File: src/design/assert_macros.svh
// Assertion helpers used by the queue design file.
`ifndef ASSERT_MACROS_SVH
`define ASSERT_MACROS_SVH
`ifndef NO_ASSERTIONS
// A property that must hold at every rising clock edge outside reset.
`define ASSERT_CLK(lbl, clk, rst_n, prop) \
	lbl: assert property (@(posedge clk) disable iff (!rst_n) (prop)) \
		else $error("assertion failed");
// A condition that must never be seen at a rising clock edge outside reset.
`define ASSERT_NEVER(lbl, clk, rst_n, cond) \
	lbl: assert property (@(posedge clk) disable iff (!rst_n) !(cond)) \
		else $error("forbidden condition seen");
`else
`define ASSERT_CLK(lbl, clk, rst_n, prop)
`define ASSERT_NEVER(lbl, clk, rst_n, cond)
`endif
`endif

File: src/design/mf3_fifo.sv
`include "assert_macros.svh"

module mf3_fifo #(
	parameter int WIDTH = 8,
	parameter int DEPTH = 4
) (
	input  logic             clk,
	input  logic             arst_n,
	input  logic             push,
	input  logic [WIDTH-1:0] din,
	output logic             in_ready,
	input  logic             pop,
	output logic             out_valid,
	output logic [WIDTH-1:0] dout
);

	localparam int PTRW = $clog2(DEPTH);
	localparam int CNTW = $clog2(DEPTH + 1);

	logic [WIDTH-1:0] slot_q [0:DEPTH-1];
	logic [PTRW-1:0]  wr_ptr_q, rd_ptr_q;
	logic [CNTW-1:0]  count_q;

	assign in_ready  = count_q != CNTW'(DEPTH);
	assign out_valid = count_q != '0;
	assign dout      = slot_q[rd_ptr_q];

	// Pointers and fill count.
	always_ff @(posedge clk or negedge arst_n) begin
		if (!arst_n) begin
			wr_ptr_q <= '0;
			rd_ptr_q <= '0;
			count_q  <= '0;
		end else begin
			if (push) begin
				wr_ptr_q <= wr_ptr_q + PTRW'(1);
			end
			if (pop) begin
				rd_ptr_q <= rd_ptr_q + PTRW'(1);
			end
			if (push && !pop) begin
				count_q <= count_q + CNTW'(1);
			end else if (pop && !push) begin
				count_q <= count_q - CNTW'(1);
			end
		end
	end

	always_ff @(posedge clk) begin
		if (push) begin
			slot_q[wr_ptr_q] <= din;
		end
	end

	`ASSERT_NEVER(a_overflow, clk, arst_n, push && count_q == CNTW'(DEPTH))
	`ASSERT_NEVER(a_underflow, clk, arst_n, pop && count_q == '0)
	`ASSERT_CLK(a_ptr_count, clk, arst_n, PTRW'(wr_ptr_q - rd_ptr_q) == PTRW'(count_q))
	`ASSERT_CLK(a_count_up, clk, arst_n, push && !pop |=> count_q == $past(count_q) + CNTW'(1))

endmodule

File: config.mk
export PLATFORM = sky130hd
export DESIGN_NAME = mf3_fifo
export DESIGN_NICKNAME = d
export VERILOG_FILES = /design/src/design/mf3_fifo.sv
export VERILOG_INCLUDE_DIRS = /design/src /design/src/design
export SDC_FILE = /design/constraint.sdc
export NUM_CORES = 1
export LEC_CHECK = 0
export CORE_ASPECT_RATIO = 1.4
export CORE_MARGIN = 10
export CORE_UTILIZATION = 43
export DETAILED_ROUTE_END_ITERATION = 10
export DONT_BUFFER_PORTS = 1
export PLACE_DENSITY = 0.69
export SYNTH_ARGS = -nofsm -noshare
export SYNTH_HDL_FRONTEND = slang
export SYNTH_SLANG_ARGS = --single-unit
File: constraint.sdc
create_clock -name clk -period 1.7 [get_ports clk]
set_clock_uncertainty 0.2 [all_clocks]
set_input_delay 0 -clock clk [delete_from_list [all_inputs] [get_ports clk]]
set_output_delay 0 -clock clk [all_outputs]
set_load 0.01 [all_outputs]
==> reports/metrics.yaml <==
ir_drop_v: 0.00103
fmax_mhz: 613
end_kind: "output pin"
area_growth_pct: 23.7
synth.top_cell.area_share_pct: 62.0
yosysUniqueCellTypes: 16
ys_top_cells_by_area: "edfxtp_1 62%, mux4_2 12%, dfrtp_1 11%, ha_1 4.0%, xor2_1 2.3%"
die_h_microns: 91.0
drv_slew: 0
final_util_pct: 55.7
avgViaCountPerCell: 5.12
holdPathStages: 3
dieArea_sq_mm: 0.00644
worstPathRequired_ns: 1.50
drtAntennaViolNets: 0
initial_utilization_pct: 45.0
die_w_microns: 70.7
slew_headroom_pct: 70.3
cp.depth: 2
grt_overflow: 0
layout.nets: 124
htree_levels: 2
maxCapViolCount: 0
root_buffer: "clkbuf_8"
finalHoldViolations: 0
synth_nets: 95
path_buf_inv: 1
rr_worst_depth: 4
path_max_fanout: 8
grt_pass1_vias: 852
final_cell_mix: "32 x edfxtp_1, 14 x dlygate4sd3_1, 8 x mux4_2"
clock_path_buffers: 2
synth_area_per_cell_sq_um: 20.1
fin_tns_setup_ns: 0
worst_slack_ns: 0.0696
rsz0062_at_grt: "false"
path_delay_family: "multiplexers"
ff_latch_area_sq_mm: 0.00114
gr-usage-all-layers_pct: 8.70
antenna_found_initial: 0
ios: 22
place.gp.congestion: 0.656
yosys_warnings: 0
fillers: 279
tightest_slew_ns: 0.446
multi_input_area_sq_um: 384
clock-sinks: 39
cp.arrival_ns: 1.43
remaining_drc_errors: 0
grt_start_max_net_pins: 12
dp_hpwl_microns: 1770
hold_class: "in -> reg"
post-place-ws_ns: 0.119
finalSetupViolations: 0
grt_first_pass_wirelength_microns: 4270
finalCritPeriodShare_pct: 95.9
drive_gt1_share_pct: 22.4
powerDensity_mw_per_mm2: 1520
cts_tree: "done"
syn_area_sq_mm: 0.00155
crit_type: "reg -> out"
cp_slowest_stage_delay_ns: 0.56
cts_buffers: 5
clk_pin_slew_ns: 0.07
num_vias: 752
slowest_stage: "mux4_2"
fp.coreArea_sq_mm: 0.00344
leakagePower_nw: 0.716
routedWlPerCell_microns: 17.5
syn-instance-count: 77
dr.pass1.iters: 4
portBuffers: 0
worstPathCellList: "buf_12 -> mux4_2"
antenna_cells: 0
ys_seq_area_share_pct: 73.3
status: "complete, no violations"
clk_latency_ns: 0.29
synth_largest_area_cell: "edfxtp_1"
final_common_cell: "edfxtp_1"
startpoint_type: "flop"
synth-seq-cells: 39
wirelength_microns: 2570
cts_setup_buffers: 0
first_iter_violations: 37
num_rows: 25
min_period_ns: 1.63
[kinds of logic after synthesis]
family                     count (synthesis)  synth area share [%]
and+or+nand+nor                           10                  3.23
muxes                                      9                  12.4
buffers and inverters                      6                  2.02
xor gates and xnor gates                   6                  3.39
AOI/OAI and AO/OA                          1                 0.323
DFF                                       39                  73.3
adders and majority gates                  6                  5.33
[path summary, 6_finish.rpt]
kind	start	to	slack (ns)
min	push	count_q[0]	0.11
max in group asynchronous	arst_n	count_q[2]	0.67
max	rd_ptr_q[0]	dout[0]	0.07
min reg2reg	count_q[2]	count_q[2]	0.30
min in group asynchronous	arst_n	wr_ptr_q[1]	0.39
max reg2reg	count_q[0]	count_q[2]	0.10
[power by group]
part           internal (W)  total [W]  leakage, nW  switching (W)
Combinational      0.000483   0.000892        0.298       0.000408
Clock              0.000287   0.000577       0.0422       0.000290
Sequential          0.00128    0.00145        0.376       0.000165
Total               0.00205    0.00292        0.716       0.000864
[final cells by class]
type / count / share of cell area [%]
clock buffers: 7 / 3.98
clock inverters: 1 / 0.261
inverters: 4 / 0.783
multi-input cells: 32 / 20.0
flip-flops and latches: 39 / 59.3
well taps: 40 / 2.61
repair buffers: 24 / 13.1
[through the flow]
step / cell area [sq um] / hold WS, ns / cells / total power, W
final: 1920 / 0.115 / 147 / 0.00292
after global routing: 1920 / 0.148 / 147 / 0.00313
after CTS: 1880 / 0.130 / 144 / 0.00296
after detailed placement: 1670 / -0.495 / 123 / 0.00232
after global placement: 1670 / -0.495 / 123 / 0.00228
after floorplan: 1550 / -0.496 / 77 / 0.00203
[what timing repair did]
action | CTS | global route
endpoints found under the hold margin | 78 | 2
resized for setup | 0 | 3
endpoints found under the setup margin | 0 | 2
hold buffers | 13 | 3
[layer usage]
metal	global-route usage, %	part of all wire, %	vias to the layer above	wire length, microns
met5	0	0	-	0
met4	5.83	2.3	0	58
met2	15.3	55	23	1410
met1	8.15	36	378	920
met3	3.16	7.1	6	181
li1	-	-	345	-
[cells in the mapped netlist, drive strengths merged]
master	count
and2	4
fa	1
o21ai	1
mux4	8
mux2	1
xnor2	2
dfrtp	7
nand2	3
xor2	4
or3	1
ha	5
inv	4
nor2	2
buf	2
edfxtp	32
[worst register-to-register path: stages, from the launching register on]
cell and delay [ns]:
dfrtp_1 0.44, fa_1 0.44, xor2_1 0.15, nor2_1 0.14, xor2_1 0.16
[flip-flops by register name, indices dropped and copies added (netlist names)]
signal / flops
rd_ptr_q: 2
count_q: 3
slot_q: 32
wr_ptr_q: 2
Note: power is estimated with default switching activity, not from simulation.
