--- config.mk ---
export PLATFORM = sky130hd
export DESIGN_NAME = mf3_back
export DESIGN_NICKNAME = d
export VERILOG_FILES = /design/src/design/assert_macros.svh /design/src/design/mf3_pkg.sv /design/src/design/mf3_back.sv
export SDC_FILE = /design/constraint.sdc
export NUM_CORES = 2
export LEC_CHECK = 0
export BUFFER_PORTS_ARGS = -buffer_cell sky130_fd_sc_hd__buf_2
export CAP_MARGIN = 40
export CORE_MARGIN = 4
export CORE_UTILIZATION = 64
export DETAILED_ROUTE_END_ITERATION = 10
export PLACE_DENSITY = 0.8
export SKIP_LAST_GASP = 1
export SYNTH_ARGS = -nofsm -noshare
export SYNTH_HDL_FRONTEND = slang
export SYNTH_SLANG_ARGS = --single-unit
export TNS_END_PERCENT = 30
--- constraint.sdc ---
create_clock -name clk -period 88.6 [get_ports clk]
set_clock_uncertainty 0.05 [all_clocks]
set_input_delay 17.72 -clock clk [delete_from_list [all_inputs] [get_ports clk]]
set_output_delay 17.72 -clock clk [all_outputs]
set_load 0.01 [all_outputs]
--- src/design/assert_macros.svh ---
// Assertion helpers used by the queue design file.
`ifndef ASSERT_MACROS_SVH
`define ASSERT_MACROS_SVH
`ifndef NO_ASSERTIONS
// A property that must hold at every rising clock edge outside reset.
`define ASSERT_CLK(lbl, clk, rst_n, prop) \
	lbl: assert property (@(posedge clk) disable iff (!rst_n) (prop)) \
		else $error("assertion failed");
// A condition that must never be seen at a rising clock edge outside reset.
`define ASSERT_NEVER(lbl, clk, rst_n, cond) \
	lbl: assert property (@(posedge clk) disable iff (!rst_n) !(cond)) \
		else $error("forbidden condition seen");
`else
`define ASSERT_CLK(lbl, clk, rst_n, prop)
`define ASSERT_NEVER(lbl, clk, rst_n, cond)
`endif
`endif

--- src/design/mf3_pkg.sv ---
package mf3_pkg;

	// Configuration registers are this wide.
	localparam int REG_BITS = 10;
	// Row counters and the height limit.
	localparam int ROW_BITS = 10;
	localparam int MAX_HEIGHT = 512;
	// Depth of the queue between front and back; a power of two.
	localparam int QUEUE_DEPTH = 4;
	// Samples taken into one sort.
	localparam int WIN_SIZE = 9;

	typedef enum logic {
		OP_PIXEL = 1'b0,
		OP_FLUSH = 1'b1
	} opcode_t;

	typedef enum logic [1:0] {
		REG_IMAGE_WIDTH  = 2'd0,
		REG_IMAGE_HEIGHT = 2'd1
	} reg_index_t;

	// How many window samples are inside the image.
	typedef enum logic [1:0] {
		SEL_NINE = 2'd0,
		SEL_SIX  = 2'd1,
		SEL_FOUR = 2'd2
	} sel_t;

	// Per-word control passed from front to back.
	typedef struct packed {
		logic emit;
		logic top_ok;
		logic bot_ok;
		logic left_ok;
		logic right_ok;
		logic last;
	} flags_t;

endpackage

--- src/design/mf3_back.sv ---
module mf3_back #(
	parameter int CHANNEL_BITS = 8
) (
	input  logic                      clk,
	input  logic                      arst_n,
	input  logic                      q_valid,
	output logic                      q_pop,
	input  mf3_pkg::flags_t           q_flags,
	input  logic [9*CHANNEL_BITS-1:0] q_col,
	output logic                      m_tvalid,
	input  logic                      m_tready,
	output logic [23:0]               m_tdata,
	output logic                      m_tlast
);

	localparam int CB = CHANNEL_BITS;
	localparam int PW = 3 * CB;
	localparam int KW = CB + 1;
	localparam int NS = mf3_pkg::WIN_SIZE;

	logic [PW-1:0]    win_q   [0:2][0:2];
	logic [PW-1:0]    new_win [0:2][0:2];
	logic [KW-1:0]    key_in  [0:2][0:NS-1];
	logic [KW-1:0]    stg_key_q [0:NS][0:2][0:NS-1];
	logic             stg_v_q   [0:NS];
	mf3_pkg::sel_t    stg_sel_q [0:NS];
	logic             stg_last_q[0:NS];
	mf3_pkg::sel_t    sel_in;
	logic [2:0]       row_ok, col_ok;
	logic [CB-1:0]    med [0:2];
	logic             en;
	logic             out_v_q, out_last_q;
	logic [23:0]      out_data_q;
	logic [23:0]      out_data;

	// The whole back end holds while a finished word is not taken.
	assign en    = !out_v_q || m_tready;
	assign q_pop = en && q_valid;

	// Window after this word's shift: column 2 takes the new column.
	always_comb begin
		for (int rr = 0; rr < 3; rr++) begin
			new_win[rr][0] = win_q[rr][1];
			new_win[rr][1] = win_q[rr][2];
			new_win[rr][2] = q_col[rr*PW +: PW];
		end
	end

	always_ff @(posedge clk) begin
		if (q_pop) begin
			win_q <= new_win;
		end
	end

	// Sort keys: samples outside the image carry a high mark and sort last.
	always_comb begin
		row_ok = {q_flags.bot_ok, 1'b1, q_flags.top_ok};
		col_ok = {q_flags.right_ok, 1'b1, q_flags.left_ok};
		for (int ch = 0; ch < 3; ch++) begin
			for (int rr = 0; rr < 3; rr++) begin
				for (int cc = 0; cc < 3; cc++) begin
					key_in[ch][rr*3+cc] = (row_ok[rr] && col_ok[cc]) ?
						{1'b0, new_win[rr][cc][ch*CB +: CB]} : {1'b1, {CB{1'b0}}};
				end
			end
		end
		if (q_flags.top_ok && q_flags.bot_ok && q_flags.left_ok && q_flags.right_ok) begin
			sel_in = mf3_pkg::SEL_NINE;
		end else if ((!q_flags.top_ok || !q_flags.bot_ok) &&
				(!q_flags.left_ok || !q_flags.right_ok)) begin
			sel_in = mf3_pkg::SEL_FOUR;
		end else begin
			sel_in = mf3_pkg::SEL_SIX;
		end
	end

	// Sort entry stage.
	always_ff @(posedge clk or negedge arst_n) begin
		if (!arst_n) begin
			stg_v_q[0] <= 1'b0;
		end else if (en) begin
			stg_v_q[0] <= q_pop && q_flags.emit;
		end
	end

	always_ff @(posedge clk) begin
		if (en) begin
			stg_key_q[0]  <= key_in;
			stg_sel_q[0]  <= sel_in;
			stg_last_q[0] <= q_flags.last;
		end
	end

	// Odd-even transposition sort, one round per stage.
	for (genvar i = 0; i < NS; i++) begin : g_round
		logic [KW-1:0] nxt [0:2][0:NS-1];

		always_comb begin
			nxt = stg_key_q[i];
			for (int ch = 0; ch < 3; ch++) begin
				for (int j = i % 2; j < NS - 1; j += 2) begin
					if (stg_key_q[i][ch][j] > stg_key_q[i][ch][j+1]) begin
						nxt[ch][j]   = stg_key_q[i][ch][j+1];
						nxt[ch][j+1] = stg_key_q[i][ch][j];
					end
				end
			end
		end

		always_ff @(posedge clk or negedge arst_n) begin
			if (!arst_n) begin
				stg_v_q[i+1] <= 1'b0;
			end else if (en) begin
				stg_v_q[i+1] <= stg_v_q[i];
			end
		end

		always_ff @(posedge clk) begin
			if (en) begin
				stg_key_q[i+1]  <= nxt;
				stg_sel_q[i+1]  <= stg_sel_q[i];
				stg_last_q[i+1] <= stg_last_q[i];
			end
		end
	end

	// Pick the middle value, or the floor mean of the two middle values.
	always_comb begin
		logic [CB:0]     sum;
		logic [CB+7:0]   ext;
		for (int ch = 0; ch < 3; ch++) begin
			case (stg_sel_q[NS])
				mf3_pkg::SEL_SIX: begin
					sum = {1'b0, stg_key_q[NS][ch][2][CB-1:0]} +
						{1'b0, stg_key_q[NS][ch][3][CB-1:0]};
				end
				mf3_pkg::SEL_FOUR: begin
					sum = {1'b0, stg_key_q[NS][ch][1][CB-1:0]} +
						{1'b0, stg_key_q[NS][ch][2][CB-1:0]};
				end
				default: begin
					sum = {stg_key_q[NS][ch][4][CB-1:0], 1'b0};
				end
			endcase
			med[ch] = sum[CB:1];
			ext = {8'b0, med[ch]};
			out_data[ch*8 +: 8] = ext[7:0];
		end
	end

	// Output register.
	always_ff @(posedge clk or negedge arst_n) begin
		if (!arst_n) begin
			out_v_q <= 1'b0;
		end else if (en) begin
			out_v_q <= stg_v_q[NS];
		end
	end

	always_ff @(posedge clk) begin
		if (en) begin
			out_data_q <= out_data;
			out_last_q <= stg_last_q[NS];
		end
	end

	assign m_tvalid = out_v_q;
	assign m_tdata  = out_data_q;
	assign m_tlast  = out_last_q;

endmodule

==> summary.txt <==
CP Cell Sequence: buf_2 -> nor2b_1 -> buf_4 -> inv_8 -> and2_4 -> buf_2
Synth Cell Area: 115000 µm²
GRT Overall Usage: 23.4%
Share of layout cells above drive strength 1: 26.2%
Final hold viol count: 0
Final WL: 217000 µm
Starting density of the core: 64.4%
CP max stage delay: 0.57 ns
Post_cts resized: 0
Synthesized flop and latch total: 2310
First-pass GRT wire length: 344000 µm
Final GP Congestion: 0.867
TritonCTS clock tree: done
DR vias/cell: 5.81
Critical Path Fanout Max: 107
Worst hold margin: 0.361 ns
Worst Path Required: 70.83 ns
Critical path class: input pin to output port
CTS max path bufs: 3
Max-cap viol count: 0
Vias in the first global route: 63500
Max_slew headroom: 32.2%
Area fraction of the dominant cell type after synthesis: 60.1%
Slew @ Worst Pin: 1.02 ns
Routed len/inst: 20.6 µm
Num CTS Buffers: 225
Netlist cell types: 64
Outcome: finished, final reports clean
Main flop type after synthesis: edfxtp_1
Die Wd: 432 µm
Post-synth EDFFs: 2299
Cts hold-fix bufs: 0
FFs w/ async S/R, synth: 0.476%
Crit-path most repeated cell: buf_2
Post-route minimum period: 37.16 ns
Area delta synth->final: 9.07%
Cells after synthesis: 7821
Die height: 432 µm
Core box area: 178000 µm²
Arr. time, crit path: 19.39 ns
DRC: 0
DP HPWL: 157000 µm
Seq/Total Area, Yosys: 60.3%
Final-report max-slew violation count: 0
Drt first pass iters: 7
Root Buffer: clkbuf_16
CTS Sinks: 2310
Fin nets: 9054
Largest net degree at the start of global routing: 199
GRT overflow: 0
Crit end category: output port
R2r setup slk: 82.42 ns
Worst setup SP type: input pin
Post-CTS Setup Bufs: 0
CP delay by family, top: buffers and inverters
Die area: 186000 µm²
Clk pin slew, worst setup/hold paths: 0.06 ns
Initial DRC count: 3997
Crit path max-delay cell type: and2_4
Final setup fails: 0
Port bufs: 108
IO Pins: 109
Mean cell area of the mapped netlist: 14.7 µm²
Vias after detailed routing: 61400
Worst Path Buf+Inv: 4
Worst min-delay path class: register to register
H-Tree Level Count: 4
Initial antenna violation count: 7
Antenna-violating nets left: 0
Synth warn: 0
Fmax: 26.9 MHz
Rows: 155
Final cycle utilization of the critical path: 41.9%
Top cells by area, synth: edfxtp_1, mux2_2, ha_1
Skew-Pair Late Insertion Delay: 0.85 ns
RSZ-0062 raised after global routing: false
Area leader, netlist: edfxtp_1
Setup tns final: 0 ns
-- per-stage QoR --
step | setup WS, ns | instances | util [%] | cell area [µm²]
final | 51.44 | 10600 | 70.2 | 125000
after global routing | 51.25 | 10600 | 70.2 | 125000
after CTS | 51.32 | 10600 | 70.2 | 125000
after detailed placement | 51.32 | 10200 | 66.1 | 118000
after global placement | 51.10 | 10100 | 65.9 | 118000
after floorplan | 9.16 | 7823 | - | 115000
-- final timing paths --
kind	startpoint	endpoint	cells past startpoint
max	m_tready	q_pop	6
min in group asynchronous	arst_n	stg_v_q[1]	1
max reg2reg	m_tvalid	m_tdata[19]	11
min reg2reg	stg_key_q[7][155]	stg_key_q[8][155]	0
max in group asynchronous	arst_n	stg_v_q[7]	1
min	stg_key_q[7][155]	stg_key_q[8][155]	0
-- cells in the final DEF, fill, tap and decap left out, drive strengths merged, types with 23 or more instances in the layout --
cell type	n
clkbuf	275
ha	934
nor2b	48
a21o	161
mux2	1593
and2	100
buf	161
bufinv	23
nor2	128
a21oi	198
edfxtp	2299
nand4	138
o21bai	30
a31oi	31
nand2	301
and3	124
nand3	128
a31o	28
inv	936
a211oi	86
clkinv	97
o21ai	202
-- per-layer routing --
metal	vias up	track usage [%]	share of wire, %
met5	-	0	0
met4	0	10.4	4.6
met3	426	3.09	3.7
met2	1170	39.8	49
met1	30000	30.3	43
li1	29800	-	-
-- cells in the mapped netlist, types with 15 or more instances --
cell type / instances
a211oi_1: 77
a21o_1: 161
a21oi_1: 194
a31o_2: 28
a31oi_1: 31
and2_1: 100
and3_1: 124
buf_2: 42
buf_4: 70
buf_6: 15
clkbuf_1: 45
edfxtp_1: 2299
ha_1: 934
inv_1: 932
mux2_2: 1570
mux2_4: 20
nand2_1: 301
nand3_1: 128
nand4_1: 138
nor2_1: 128
nor2b_1: 48
o211ai_1: 15
o21ai_0: 196
o21bai_1: 30
-- cell type report --
type / count / area, µm²
well taps: 2355 / 2950
clock inverters: 133 / 1240
fillers: 11400 / 53100
inverters: 932 / 3510
diodes: 3 / 7.51
repair buffers: 161 / 1220
clock buffers: 275 / 6080
multi-input cells: 4405 / 41000
flip-flops and latches: 2310 / 69300
-- kinds of logic (layout without fill, tap and decap cells) --
group,after synthesis,after routing,synth area share [%]
simple gates,996,996,4.39
other cells,1,6,0.00326
fa+ha+maj,937,937,10.2
buf+inv,1108,1501,3.99
compound gates,855,855,5.21
mux,1596,1596,15.7
xor+xnor,18,18,0.137
flops,2310,2310,60.3
-- flip-flops by register name, summed over array words and instances (netlist names) --
| signal | count |
|---|---|
| stg_sel_q | 20 |
| key_in | 24 |
| m_tvalid | 1 |
| m_tlast | 1 |
| m_tdata | 24 |
| stg_last_q | 10 |
| stg_v_q | 10 |
| new_win | 120 |
| stg_key_q | 2100 |
Power is not shown: default switching activity piles up to over one toggle a cycle in this logic, so the estimate is an artifact.
